**config.mk**
```make
export PLATFORM = sky130hd
export DESIGN_NAME = holographic_pixel_composite
export DESIGN_NICKNAME = d
export VERILOG_FILES = /design/src/hpc_pkg.sv /design/src/hpc_front.sv /design/src/hpc_light.sv /design/src/hpc_blend.sv /design/src/holographic_pixel_composite.sv
export SDC_FILE = /design/constraint.sdc
export NUM_CORES = 2
export LEC_CHECK = 0
export BUFFER_PORTS_ARGS = -buffer_cell sky130_fd_sc_hd__buf_2
export CORE_UTILIZATION = 55
export CTS_BUF_LIST = sky130_fd_sc_hd__clkbuf_4
export DETAILED_ROUTE_END_ITERATION = 7
export GPL_TIMING_DRIVEN = 1
export PLACE_DENSITY = 0.71
export SLEW_MARGIN = 5
export SYNTH_ARGS = -nofsm -noshare
export SYNTH_HDL_FRONTEND = slang
export SYNTH_SLANG_ARGS = --single-unit
export TNS_END_PERCENT = 10
```
**constraint.sdc**
```tcl
create_clock -name i_clk -period 8.6 [get_ports i_clk]
set_input_delay 1.72 -clock i_clk [delete_from_list [all_inputs] [get_ports i_clk]]
set_output_delay 1.72 -clock i_clk [all_outputs]
set_load 0.005 [all_outputs]
```
**src/hpc_pkg.sv**
```systemverilog
// shared constants, types and helpers for the holographic pixel composite
`timescale 1ns / 1ps

package hpc_pkg;

    localparam logic [7:0] CH_MAX     = 8'd255;
    localparam logic [5:0] BODY_A_MUL = 6'd38;
    localparam logic [6:0] RIM_MUL    = 7'd85;
    localparam logic [8:0] SPEC_MUL   = 9'd358;
    localparam logic [7:0] LUM_MUL    = 8'd200;

    typedef struct packed {
        logic [7:0]  ac;
        logic [7:0]  al;
        logic [7:0]  ar;
        logic [7:0]  au;
        logic [7:0]  ad;
        logic [7:0]  gl;
        logic [7:0]  tr;
        logic [7:0]  tg;
        logic [7:0]  tb;
        logic [31:0] bg;
    } t_pix_in;

    typedef struct packed {
        logic [8:0]  body_r;
        logic [8:0]  body_g;
        logic [8:0]  body_b;
        logic [5:0]  ba;
        logic [8:0]  mag;
        logic [8:0]  light;
        logic [24:0] spec_p_r;
        logic [24:0] spec_p_g;
        logic [24:0] spec_p_b;
        logic [31:0] bg;
        logic        empty;
    } t_front;

    typedef struct packed {
        logic [17:0] po_r;
        logic [17:0] po_g;
        logic [17:0] po_b;
        logic [14:0] pb_r;
        logic [14:0] pb_g;
        logic [14:0] pb_b;
        logic [9:0]  sum_r;
        logic [9:0]  sum_g;
        logic [9:0]  sum_b;
        logic        ba_nz;
        logic [5:0]  ba;
        logic [7:0]  rim;
        logic [8:0]  lum;
        logic [7:0]  bga;
        logic        empty;
    } t_light;

    typedef struct packed {
        logic [7:0] a;
        logic [7:0] r;
        logic [7:0] g;
        logic [7:0] b;
        logic       written;
    } t_pix_out;

    function automatic logic [7:0] sat8(input logic [11:0] v);
        logic [7:0] res;
        res = (v > 12'(CH_MAX)) ? CH_MAX : v[7:0];
        return res;
    endfunction

endpackage

```
**src/hpc_front.sv**
```systemverilog
// stages one and two: body tint, body alpha, gradient and specular products
`timescale 1ns / 1ps

module hpc_front (
    input  logic            i_clk,
    input  logic            i_rst_n,
    input  logic            i_valid,
    input  hpc_pkg::t_pix_in i_pix,
    output logic            o_up_ready,
    output logic            o_valid,
    output hpc_pkg::t_front o_front,
    input  logic            i_dn_ready
);

    typedef struct packed {
        logic [15:0]       p_r;
        logic [15:0]       p_g;
        logic [15:0]       p_b;
        logic [13:0]       v_r;
        logic [13:0]       v_g;
        logic [13:0]       v_b;
        logic [15:0]       q_r;
        logic [15:0]       q_g;
        logic [15:0]       q_b;
        logic [7:0]        amax;
        logic signed [8:0] dx;
        logic signed [8:0] dy;
        logic              has_body;
        logic              empty;
        logic [31:0]       bg;
    } t_s1;

    logic            r_v1, r_v2;
    t_s1             r_s1, n_s1;
    hpc_pkg::t_front r_s2, n_s2;
    logic            w_en1, w_en2;

    logic [7:0]        w_m1;
    logic [13:0]       w_bam;
    logic [8:0]        w_adx, w_ady;
    logic signed [9:0] w_sxy;
    logic [8:0]        w_light;

    assign w_en2      = ~r_v2 | i_dn_ready;
    assign w_en1      = ~r_v1 | w_en2;
    assign o_up_ready = w_en1;
    assign o_valid    = r_v2;
    assign o_front    = r_s2;

    always_comb begin
        w_m1          = (i_pix.ac > i_pix.ar) ? i_pix.ac : i_pix.ar;
        n_s1.p_r      = {8'd0, i_pix.tr} * {8'd0, i_pix.al};
        n_s1.p_g      = {8'd0, i_pix.tg} * {8'd0, i_pix.ac};
        n_s1.p_b      = {8'd0, i_pix.tb} * {8'd0, i_pix.ar};
        n_s1.v_r      = {6'd0, i_pix.tr} * {8'd0, i_pix.gl[7:2]};
        n_s1.v_g      = {6'd0, i_pix.tg} * {8'd0, i_pix.gl[7:2]};
        n_s1.v_b      = {6'd0, i_pix.tb} * {8'd0, i_pix.gl[7:2]};
        n_s1.q_r      = {8'd0, i_pix.tr} * {8'd0, i_pix.gl};
        n_s1.q_g      = {8'd0, i_pix.tg} * {8'd0, i_pix.gl};
        n_s1.q_b      = {8'd0, i_pix.tb} * {8'd0, i_pix.gl};
        n_s1.amax     = (i_pix.al > w_m1) ? i_pix.al : w_m1;
        n_s1.dx       = $signed({1'b0, i_pix.ar}) - $signed({1'b0, i_pix.al});
        n_s1.dy       = $signed({1'b0, i_pix.ad}) - $signed({1'b0, i_pix.au});
        n_s1.has_body = (i_pix.al != 8'd0) || (i_pix.ac != 8'd0) || (i_pix.ar != 8'd0);
        n_s1.empty    = !n_s1.has_body && (i_pix.gl == 8'd0);
        n_s1.bg       = i_pix.bg;
    end

    always_comb begin
        w_bam   = {6'd0, r_s1.amax} * {8'd0, hpc_pkg::BODY_A_MUL};
        w_adx   = r_s1.dx[8] ? 9'(-r_s1.dx) : r_s1.dx;
        w_ady   = r_s1.dy[8] ? 9'(-r_s1.dy) : r_s1.dy;
        w_sxy   = {r_s1.dx[8], r_s1.dx} + {r_s1.dy[8], r_s1.dy};
        w_light = w_sxy[9] ? 9'(-w_sxy) : 9'd0;

        n_s2.body_r   = {1'b0, r_s1.p_r[15:8]} + {3'b0, r_s1.v_r[13:8]};
        n_s2.body_g   = {1'b0, r_s1.p_g[15:8]} + {3'b0, r_s1.v_g[13:8]};
        n_s2.body_b   = {1'b0, r_s1.p_b[15:8]} + {3'b0, r_s1.v_b[13:8]};
        n_s2.ba       = w_bam[13:8];
        n_s2.mag      = r_s1.has_body ? 9'(w_adx + w_ady) : 9'd0;
        n_s2.light    = r_s1.has_body ? w_light : 9'd0;
        n_s2.spec_p_r = {9'd0, r_s1.q_r} * {16'd0, hpc_pkg::SPEC_MUL};
        n_s2.spec_p_g = {9'd0, r_s1.q_g} * {16'd0, hpc_pkg::SPEC_MUL};
        n_s2.spec_p_b = {9'd0, r_s1.q_b} * {16'd0, hpc_pkg::SPEC_MUL};
        n_s2.bg       = r_s1.bg;
        n_s2.empty    = r_s1.empty;
    end

    always_ff @(posedge i_clk) begin
        if (!i_rst_n) begin
            r_v1 <= 1'b0;
            r_v2 <= 1'b0;
        end else begin
            if (w_en1) begin
                r_v1 <= i_valid;
            end
            if (w_en2) begin
                r_v2 <= r_v1;
            end
        end
    end

    always_ff @(posedge i_clk) begin
        if (w_en1) begin
            r_s1 <= n_s1;
        end
        if (w_en2) begin
            r_s2 <= n_s2;
        end
    end

    a_s1_hold: assert property (@(posedge i_clk) disable iff (!i_rst_n)
        (r_v1 && !w_en1) |=> $stable(r_s1))
        else $error("stage one beat changed while stalled");

    a_s2_hold: assert property (@(posedge i_clk) disable iff (!i_rst_n)
        (r_v2 && !i_dn_ready) |=> (r_v2 && $stable(r_s2)))
        else $error("stage two beat lost or changed while stalled");

endmodule

```
**src/hpc_light.sv**
```systemverilog
// stages three and four: specular sum, rim light, blend products and glow luminance
`timescale 1ns / 1ps

module hpc_light (
    input  logic            i_clk,
    input  logic            i_rst_n,
    input  logic            i_valid,
    input  hpc_pkg::t_front i_front,
    output logic            o_up_ready,
    output logic            o_valid,
    output hpc_pkg::t_light o_light,
    input  logic            i_dn_ready
);

    typedef struct packed {
        logic [9:0] sum_r;
        logic [9:0] sum_g;
        logic [9:0] sum_b;
        logic [7:0] rim;
        logic [8:0] smax;
        logic [8:0] body_r;
        logic [8:0] body_g;
        logic [8:0] body_b;
        logic [5:0] ba;
        logic [7:0] bga;
        logic       empty;
    } t_s3;

    logic            r_v3, r_v4;
    t_s3             r_s3, n_s3;
    hpc_pkg::t_light r_s4, n_s4;
    logic            w_en3, w_en4;

    logic [8:0]  w_sp_r, w_sp_g, w_sp_b, w_sm;
    logic [15:0] w_rm;
    logic [9:0]  w_rim_pre;
    logic [7:0]  w_inv;
    logic [15:0] w_rsq;
    logic [16:0] w_lum;

    assign w_en4      = ~r_v4 | i_dn_ready;
    assign w_en3      = ~r_v3 | w_en4;
    assign o_up_ready = w_en3;
    assign o_valid    = r_v4;
    assign o_light    = r_s4;

    always_comb begin
        w_sp_r    = i_front.spec_p_r[24:16];
        w_sp_g    = i_front.spec_p_g[24:16];
        w_sp_b    = i_front.spec_p_b[24:16];
        w_sm      = (w_sp_g > w_sp_b) ? w_sp_g : w_sp_b;
        w_rm      = {7'd0, i_front.mag} * {9'd0, hpc_pkg::RIM_MUL};
        w_rim_pre = {2'b0, w_rm[15:8]} + {1'b0, i_front.light};

        n_s3.sum_r  = {2'b0, i_front.bg[23:16]} + {1'b0, w_sp_r};
        n_s3.sum_g  = {2'b0, i_front.bg[15:8]} + {1'b0, w_sp_g};
        n_s3.sum_b  = {2'b0, i_front.bg[7:0]} + {1'b0, w_sp_b};
        n_s3.rim    = hpc_pkg::sat8({2'b0, w_rim_pre});
        n_s3.smax   = (w_sp_r > w_sm) ? w_sp_r : w_sm;
        n_s3.body_r = i_front.body_r;
        n_s3.body_g = i_front.body_g;
        n_s3.body_b = i_front.body_b;
        n_s3.ba     = i_front.ba;
        n_s3.bga    = i_front.bg[31:24];
        n_s3.empty  = i_front.empty;
    end

    always_comb begin
        w_inv = hpc_pkg::CH_MAX - {2'b0, r_s3.ba};
        w_rsq = {8'd0, r_s3.rim} * {8'd0, r_s3.rim};
        w_lum = {8'd0, r_s3.smax} * {9'd0, hpc_pkg::LUM_MUL};

        n_s4.po_r  = {8'd0, r_s3.sum_r} * {10'd0, w_inv};
        n_s4.po_g  = {8'd0, r_s3.sum_g} * {10'd0, w_inv};
        n_s4.po_b  = {8'd0, r_s3.sum_b} * {10'd0, w_inv};
        n_s4.pb_r  = {6'd0, r_s3.body_r} * {9'd0, r_s3.ba};
        n_s4.pb_g  = {6'd0, r_s3.body_g} * {9'd0, r_s3.ba};
        n_s4.pb_b  = {6'd0, r_s3.body_b} * {9'd0, r_s3.ba};
        n_s4.sum_r = r_s3.sum_r;
        n_s4.sum_g = r_s3.sum_g;
        n_s4.sum_b = r_s3.sum_b;
        n_s4.ba_nz = (r_s3.ba != 6'd0);
        n_s4.ba    = r_s3.ba;
        n_s4.rim   = w_rsq[15:8];
        n_s4.lum   = w_lum[16:8];
        n_s4.bga   = r_s3.bga;
        n_s4.empty = r_s3.empty;
    end

    always_ff @(posedge i_clk) begin
        if (!i_rst_n) begin
            r_v3 <= 1'b0;
            r_v4 <= 1'b0;
        end else begin
            if (w_en3) begin
                r_v3 <= i_valid;
            end
            if (w_en4) begin
                r_v4 <= r_v3;
            end
        end
    end

    always_ff @(posedge i_clk) begin
        if (w_en3) begin
            r_s3 <= n_s3;
        end
        if (w_en4) begin
            r_s4 <= n_s4;
        end
    end

    a_s3_hold: assert property (@(posedge i_clk) disable iff (!i_rst_n)
        (r_v3 && !w_en3) |=> (r_v3 && $stable(r_s3)))
        else $error("stage three beat lost or changed while stalled");

endmodule

```
**src/hpc_blend.sv**
```systemverilog
// stage five: blend, rim add, saturation, final alpha and output register
`timescale 1ns / 1ps

module hpc_blend (
    input  logic              i_clk,
    input  logic              i_rst_n,
    input  logic              i_valid,
    input  hpc_pkg::t_light   i_light,
    output logic              o_up_ready,
    output logic              o_valid,
    output hpc_pkg::t_pix_out o_pix,
    input  logic              i_dn_ready
);

    logic              r_v5;
    hpc_pkg::t_pix_out r_s5, n_s5;
    logic              w_en5;

    logic [18:0] w_bs_r, w_bs_g, w_bs_b;
    logic [10:0] w_bl_r, w_bl_g, w_bl_b;
    logic [7:0]  w_m1, w_m2;

    assign w_en5      = ~r_v5 | i_dn_ready;
    assign o_up_ready = w_en5;
    assign o_valid    = r_v5;
    assign o_pix      = r_s5;

    always_comb begin
        w_bs_r = {1'b0, i_light.po_r} + {4'b0, i_light.pb_r};
        w_bs_g = {1'b0, i_light.po_g} + {4'b0, i_light.pb_g};
        w_bs_b = {1'b0, i_light.po_b} + {4'b0, i_light.pb_b};
        w_bl_r = i_light.ba_nz ? w_bs_r[18:8] : {1'b0, i_light.sum_r};
        w_bl_g = i_light.ba_nz ? w_bs_g[18:8] : {1'b0, i_light.sum_g};
        w_bl_b = i_light.ba_nz ? w_bs_b[18:8] : {1'b0, i_light.sum_b};
        w_m1   = (i_light.bga > {2'b0, i_light.ba}) ? i_light.bga : {2'b0, i_light.ba};
        w_m2   = (w_m1 > i_light.rim) ? w_m1 : i_light.rim;

        n_s5.r       = hpc_pkg::sat8({1'b0, w_bl_r} + {4'b0, i_light.rim});
        n_s5.g       = hpc_pkg::sat8({1'b0, w_bl_g} + {4'b0, i_light.rim});
        n_s5.b       = hpc_pkg::sat8({1'b0, w_bl_b} + {4'b0, i_light.rim});
        n_s5.a       = (i_light.lum > {1'b0, w_m2}) ?
                       hpc_pkg::sat8({3'b0, i_light.lum}) : w_m2;
        n_s5.written = !i_light.empty;
    end

    always_ff @(posedge i_clk) begin
        if (!i_rst_n) begin
            r_v5 <= 1'b0;
        end else if (w_en5) begin
            r_v5 <= i_valid;
        end
    end

    always_ff @(posedge i_clk) begin
        if (w_en5) begin
            r_s5 <= n_s5;
        end
    end

    a_alpha_floor: assert property (@(posedge i_clk) disable iff (!i_rst_n)
        (i_valid && w_en5) |=> (r_s5.a >= $past(i_light.bga)))
        else $error("output alpha below background alpha");

endmodule

```
**src/holographic_pixel_composite.sv**
```systemverilog
// top level of the holographic pixel composite shader
`timescale 1ns / 1ps

// one pixel per clock when the output does not stall: a beat can be accepted every cycle
// and the result leaves through five register stages (two front, two lighting, one output).
// each stage holds its beat while the next one is full, so a stall at the output
// backs up stage by stage; s_axis_tready is low only when all five stages hold a
// beat and m_axis_tready is low. empty pixels pass the background with tuser low.
module holographic_pixel_composite (
    input  logic          i_clk,
    input  logic          i_rst_n,
    input  logic          s_axis_tvalid,
    output logic          s_axis_tready,
    // alpha_center, alpha_left, alpha_right, alpha_up, alpha_down, glow_level,
    // tint_red, tint_green, tint_blue, background_pixel
    input  logic [103:0]  s_axis_tdata,
    output logic          m_axis_tvalid,
    input  logic          m_axis_tready,
    // result_alpha, result_red, result_green, result_blue
    output logic [31:0]   m_axis_tdata,
    // pixel_written
    output logic          m_axis_tuser
);

    hpc_pkg::t_pix_in  w_pix;
    hpc_pkg::t_front   w_front;
    hpc_pkg::t_light   w_light;
    hpc_pkg::t_pix_out w_out;
    logic              w_front_v, w_light_v;
    logic              w_light_rdy, w_blend_rdy;

    assign w_pix.ac = s_axis_tdata[7:0];
    assign w_pix.al = s_axis_tdata[15:8];
    assign w_pix.ar = s_axis_tdata[23:16];
    assign w_pix.au = s_axis_tdata[31:24];
    assign w_pix.ad = s_axis_tdata[39:32];
    assign w_pix.gl = s_axis_tdata[47:40];
    assign w_pix.tr = s_axis_tdata[55:48];
    assign w_pix.tg = s_axis_tdata[63:56];
    assign w_pix.tb = s_axis_tdata[71:64];
    assign w_pix.bg = s_axis_tdata[103:72];

    hpc_front u_front (
        .i_clk      (i_clk),
        .i_rst_n    (i_rst_n),
        .i_valid    (s_axis_tvalid),
        .i_pix      (w_pix),
        .o_up_ready (s_axis_tready),
        .o_valid    (w_front_v),
        .o_front    (w_front),
        .i_dn_ready (w_light_rdy)
    );

    hpc_light u_light (
        .i_clk      (i_clk),
        .i_rst_n    (i_rst_n),
        .i_valid    (w_front_v),
        .i_front    (w_front),
        .o_up_ready (w_light_rdy),
        .o_valid    (w_light_v),
        .o_light    (w_light),
        .i_dn_ready (w_blend_rdy)
    );

    hpc_blend u_blend (
        .i_clk      (i_clk),
        .i_rst_n    (i_rst_n),
        .i_valid    (w_light_v),
        .i_light    (w_light),
        .o_up_ready (w_blend_rdy),
        .o_valid    (m_axis_tvalid),
        .o_pix      (w_out),
        .i_dn_ready (m_axis_tready)
    );

    assign m_axis_tdata = {w_out.b, w_out.g, w_out.r, w_out.a};
    assign m_axis_tuser = w_out.written;

    a_full_when_blocked: assert property (@(posedge i_clk) disable iff (!i_rst_n)
        !s_axis_tready |-> (w_front_v && w_light_v && m_axis_tvalid && !m_axis_tready))
        else $error("input blocked while the pipeline has room");

endmodule
```
* Yosys cells after proc, flatten, opt, wreduce, memory -nomap -nowiden
Index checks and enable logic that the tools add are counted.
Storage, ports and cells: memory bits (read-only) 0, bits in registers 643, input port bits 108, word-level logic and storage cells 151, bits in latches 0, memory bits (writable) 0, memories kept 0
Cells by class: shift-type cells 0, $add $sub $neg 21, magnitude comparators 12, multiplexer cells 13, div/mod/pow operators 0, reductions and logical operators 11, multipliers 22, eq/ne operators 0, bitwise logic cells 10
Operators by type and width (number):
- multiplier 8 x 8 -> 16 bit | 7
- multiplier 16 x 8 -> 24 bit, second input constant | 3
- adder 18 x 15 -> 19 bit | 3
- multiplier 10 x 8 -> 18 bit | 3
- two-way mux 8 bit | 6
- multiplier 9 x 6 -> 15 bit | 3
- multiplier 8 x 6 -> 14 bit | 3
- adder 8 x 9 -> 10 bit | 4
- adder 11 x 8 -> 12 bit | 3
- > comparator 12 x 8 -> 1 bit, second input constant | 3
- two-way mux 9 bit | 4
- two-way mux 11 bit | 3
- adder 8 x 6 -> 9 bit | 3
- negator 9 bit | 3
- > comparator 8 bit | 3
- nonzero test 8 bit | 3
- > comparator 9 bit | 2
- subtractor 8 x 8 -> 9 bit | 2
- multiplier 9 x 7 -> 16 bit, second input constant | 1
- multiplier 9 x 5 -> 14 bit, second input constant | 1
- multiplier 8 x 5 -> 13 bit, second input constant | 1
- adder 9 x 9 -> 10 bit | 1
- > comparator 10 x 8 -> 1 bit, second input constant | 1
- adder 9 bit | 1
- other kinds (12) | 22

* Logic depth before layout (Yosys ltp)
depth in word-level cells 6, depth in mapped cells 33

* Cells and area by module
Synthesis repeated with hierarchy kept, for this count alone.
Second synthesis, totals: cell total of the unflattened synthesis 5948, area total of the unflattened synthesis 62875.3 sq um
Modules (own cells, without submodules):
- hpc_front | cells an instance 3116, instances 1, area each 33153.0 sq um, sequential area each 9228.9 sq um
- hpc_light | cells an instance 2315, instances 1, area each 25017.7 sq um, sequential area each 7577.3 sq um
- hpc_blend | cells an instance 517, instances 1, area each 4704.5 sq um, sequential area each 1011.0 sq um

* Least setup slack after synthesis
Ideal clock, no wire load.
path kind input to output, from input m_axis_tready, to output s_axis_tready, path slack 1300 ps, buffers on the path 0, cell stages on the path 3, data arrival time 5580 ps, cells stage by stage nor2b_1 > and3_1 > nand3_1
On the way: cells in the longest elaborated chain, start to end 5
Ends and longest elaborated chain:
- start, declared | RTL line holographic_pixel_composite.sv:18 | input logic m_axis_tready,
- OR 1 bit | RTL line hpc_blend.sv:23 | assign w_en5 = ~r_v5 | i_dn_ready;
- OR 1 bit | RTL line hpc_light.sv:41 | assign w_en4 = ~r_v4 | i_dn_ready;
- OR 1 bit | RTL line hpc_light.sv:42 | assign w_en3 = ~r_v3 | w_en4;
- OR 1 bit | RTL line hpc_front.sv:44 | assign w_en2 = ~r_v2 | i_dn_ready;
- OR 1 bit | RTL line hpc_front.sv:45 | assign w_en1 = ~r_v1 | w_en2;
- end, declared | RTL line holographic_pixel_composite.sv:13 | output logic s_axis_tready,
Every way passes these cells.

==> flow_summary.json <==
{
  "critPathArrivalTime_ns": 6.90,
  "finalNetCount": 7546,
  "drt_iter0_drc": 1665,
  "crit_path_start": "u_light.o_light[2]$_DFFE_PP_",
  "cts_inserted_buffers": 150,
  "synth_edf_count": 545,
  "slew_headroom_pct": 29.9,
  "port_buffers": 142,
  "worstReg2RegStart": "u_light.o_light[2]$_DFFE_PP_",
  "cp_num_buf_inv": 2,
  "synth_fp_nets": 7346,
  "timing.final.crit_share_pct": 71.1,
  "fin_worst_skew_ns": 0.108,
  "synth-simple-area-share_pct": 11.7,
  "holdPathEnd": "u_light.n_s4[2]$_DFFE_PP_",
  "holdCritPathClass": "flip-flop to flip-flop",
  "synthAdderAreaFrac_pct": 40.4,
  "drv_slew": 0,
  "ys_ff_latch": 550,
  "via_per_inst": 5.31,
  "clk_pin_slew_ns": 0.07,
  "cp_top_family": "compound AO/OA/AOI/OAI gates",
  "drc": 0,
  "seq_area_sq_mm": 0.0165,
  "max_cap_violations": 0,
  "synth_top_family_by_area": "adder cells",
  "ys_warn_count": 0,
  "wl_per_cell_microns": 16.4,
  "whs_path_depth": 0,
  "r2r_cells": 30,
  "hp-start": "u_front.o_front[26]$_DFFE_PP_",
  "clock_path_buffers": 3,
  "start_util_pct": 55.6,
  "multiInputGateArea_sq_mm": 0.0386,
  "die_w_microns": 331,
  "wirelength_microns": 122000,
  "clock_sinks": 550,
  "overflow": 0,
  "synthToLayoutAreaGrowth_pct": 6.93,
  "cpMostUsedCell": "o21a_1",
  "antenna_found_initial": 11,
  "outcome": "finished, final reports clean",
  "synthCells": 5688,
  "die-area_sq_mm": 0.110,
  "path_class": "flip-flop to flip-flop",
  "rows": 120,
  "cts_max_level": 4,
  "cp-end-kind": "flip-flop",
  "drive_gt1_share_pct": 7.30,
  "r2r_slack_ns": 2.48,
  "synth.distinct_cells": 69,
  "start_kind": "flip-flop",
  "timing.fmax_mhz": 163,
  "grt_pass1_wl_microns": 203000,
  "fp.coreArea_sq_mm": 0.107,
  "hold_buffers": 0,
  "io_pins": 143,
  "grt_use_total_pct": 22.9,
  "fin_setup_tns_ns": 0,
  "first_pass_iters": 5,
  "cts_tree": "built",
  "dpl.hpwl_microns": 96900,
  "final_antenna_net_count": 0,
  "synth-compound-area-share_pct": 6.86,
  "route.vias.total": 39200,
  "cpMaxStageDelayCell": "o21ai_1",
  "setup_viol_count_final": 0,
  "required_ns": 9.38,
  "worstSkewPairLatency_ns": 1.09,
  "globalplace.congestion": 0.874,
  "async_flop_share_pct": 0,
  "slowest_delay_ns": 0.55,
  "clockRootBuffer": "clkbuf_4",
  "cts_resized": 0,
  "ys.flop_type": "edfxtp_1",
  "ys_seq_area_share_pct": 27.6,
  "fill_cells": 9063,
  "rr_endpoint": "u_blend.o_pix[28]$_DFFE_PP_",
  "syn_area_sq_mm": 0.0596,
  "post-cts-setup-buffers": 0,
  "grt_start_max_net_pins": 75,
  "rsz0062_at_grt": "no",
  "grt_pass1_vias": 41200,
  "tightest_slew_ns": 1.04,
  "layout_min_cycle_time_ns": 6.12,
  "hold_violations": 0,
  "synth-xor-area-share_pct": 4.50,
  "syn_area_per_cell_sq_um": 10.5,
  "crit_fanout": 21,
  "synth.area.mux_share_pct": 1.17,
  "fp.dieH_microns": 331
}
==> final cells by class <==
cell class,instances,area share (%)
antenna,7,0.0275
clock buffer,199,2.34
clock inverter,48,0.548
inverter,1113,6.56
multi-input combinational,3907,60.5
sequential,550,25.8
tap,1403,2.75
timing repair buffer,166,1.46
==> Yosys cell counts, drive strengths merged (8+ instances only) <==
| master | n | share of area (%) |
|---|---|---|
| o21ai | 114 | 0.96 |
| ha | 925 | 19 |
| a21boi | 17 | 0.21 |
| mux2i | 46 | 0.77 |
| edfxtp | 545 | 27 |
| or3 | 12 | 0.13 |
| a21o | 92 | 1.2 |
| a211oi | 18 | 0.23 |
| and3 | 17 | 0.18 |
| xor2 | 85 | 1.2 |
| a2111oi | 8 | 0.14 |
| a21oi | 201 | 1.7 |
| xnor2 | 221 | 3.2 |
| nor3 | 54 | 0.45 |
| inv | 1113 | 7.0 |
| mux2 | 21 | 0.40 |
| nor4 | 19 | 0.20 |
| o31ai | 13 | 0.17 |
| nand3 | 52 | 0.44 |
| nor4b | 10 | 0.17 |
| o41a | 10 | 0.19 |
| clkbuf | 113 | 0.71 |
| nor2b | 190 | 2.0 |
| or2 | 13 | 0.14 |
| a31oi | 12 | 0.13 |
| nand2b | 88 | 0.92 |
| o21a | 41 | 0.52 |
| a41o | 9 | 0.15 |
| fa | 625 | 21 |
| nor2 | 165 | 1.0 |
| nand2 | 408 | 2.6 |
| nand4 | 21 | 0.22 |
| and2 | 281 | 2.9 |
| o21bai | 50 | 0.63 |
==> through the flow <==
| step | hold WS [ns] | std cells | util (%) | setup WS (ns) | cell area, sq um |
|---|---|---|---|---|---|
| after detailed placement | 0.405 | 7139 | 57.7 | 2.12 | 61900 |
| final | 0.386 | 7393 | 59.5 | 2.48 | 63700 |
| after global placement | 0.401 | 7139 | 57.7 | 2.22 | 61900 |
| after CTS | 0.381 | 7386 | 59.4 | 2.49 | 63700 |
| after global routing | 0.403 | 7392 | 59.5 | 1.96 | 63700 |
| after floorplan | 0.400 | 5688 | - | 1.30 | 59600 |
==> worst max-delay path by stage <==
stage,endpoint,cells after the start,slack (ns)
5_1_grt,u_blend.o_pix[28]$_DFFE_PP_,31,1.96
3_3_place_gp,u_front.r_s1[75]$_DFFE_PP_,19,2.22
2_1_floorplan,s_axis_tready,3,1.30
6_report,u_blend.o_pix[28]$_DFFE_PP_,30,2.48
4_1_cts,u_blend.o_pix[28]$_DFFE_PP_,30,2.49
3_5_place_dp,u_front.r_s1[75]$_DFFE_PP_,19,2.12
==> cell families (layout without fill, tap and decap cells) <==
logic type               after synthesis  after routing
buffers and inverters               1231           1526
XOR/XNOR                             306            306
AND/OR/NAND/NOR                     1352           1352
flip-flops                           550            550
multiplexers                          67             67
AO/OA/AOI/OAI                        632            632
adder cells (fa/ha/maj)             1550           1550
other                                  0              7
==> flip-flops by register name (all words and copies together), names as in the netlist <==
name,flops
u_light.o_light,162
u_front.r_s1,117
u_front.o_front,111
u_light.n_s4,45
u_light.r_s3,44
u_blend.o_pix,33
u_front.n_s2,33
u_blend.o_valid,1
u_front.o_valid,1
u_front.r_v1,1
u_light.o_valid,1
u_light.r_v3,1
==> cells in the final DEF, fill, tap and decap left out, types with 46 or more instances in the layout <==
master    netlist  final
nor2_1        165    165
nand2_1       408    406
a21o_1         92     92
and2_1        281    281
nor2b_1       190    190
xnor2_1       221    221
ha_1          925    925
clkbuf_4        0    199
edfxtp_1      545    545
xor2_1         85     85
nand2b_1       88     88
mux2i_1        46     46
fa_1          625    625
nor3_1         54     54
o21ai_0       103    103
buf_2           0    142
a21oi_1       200    200
nand3_1        52     51
o21bai_1       50     50
inv_1        1113   1112
==> layer usage <==
layer / global-route usage (%) / up-vias / wire (microns)
li1: - / 19100 / -
met1: 29.6 / 19100 / 54500
met2: 38.5 / 774 / 57200
met3: 3.91 / 220 / 5780
met4: 8.65 / 14 / 4010
met5: 0 / - / 89
==> worst reg2reg max path, delay by kind of cell (launching register included) <==
kind | cells | cell delay (ns)
AO/OA/AOI/OAI | 18 | 2.94
AND/OR/NAND/NOR | 6 | 0.92
adder cells (fa/ha/maj) | 3 | 0.90
flip-flops | 1 | 0.39
multiplexers | 1 | 0.39
buffers and inverters | 2 | 0.32
Power is left out: the tool's default activity adds up to more than one toggle a clock period on the data nets, which glitch-free logic cannot reach.
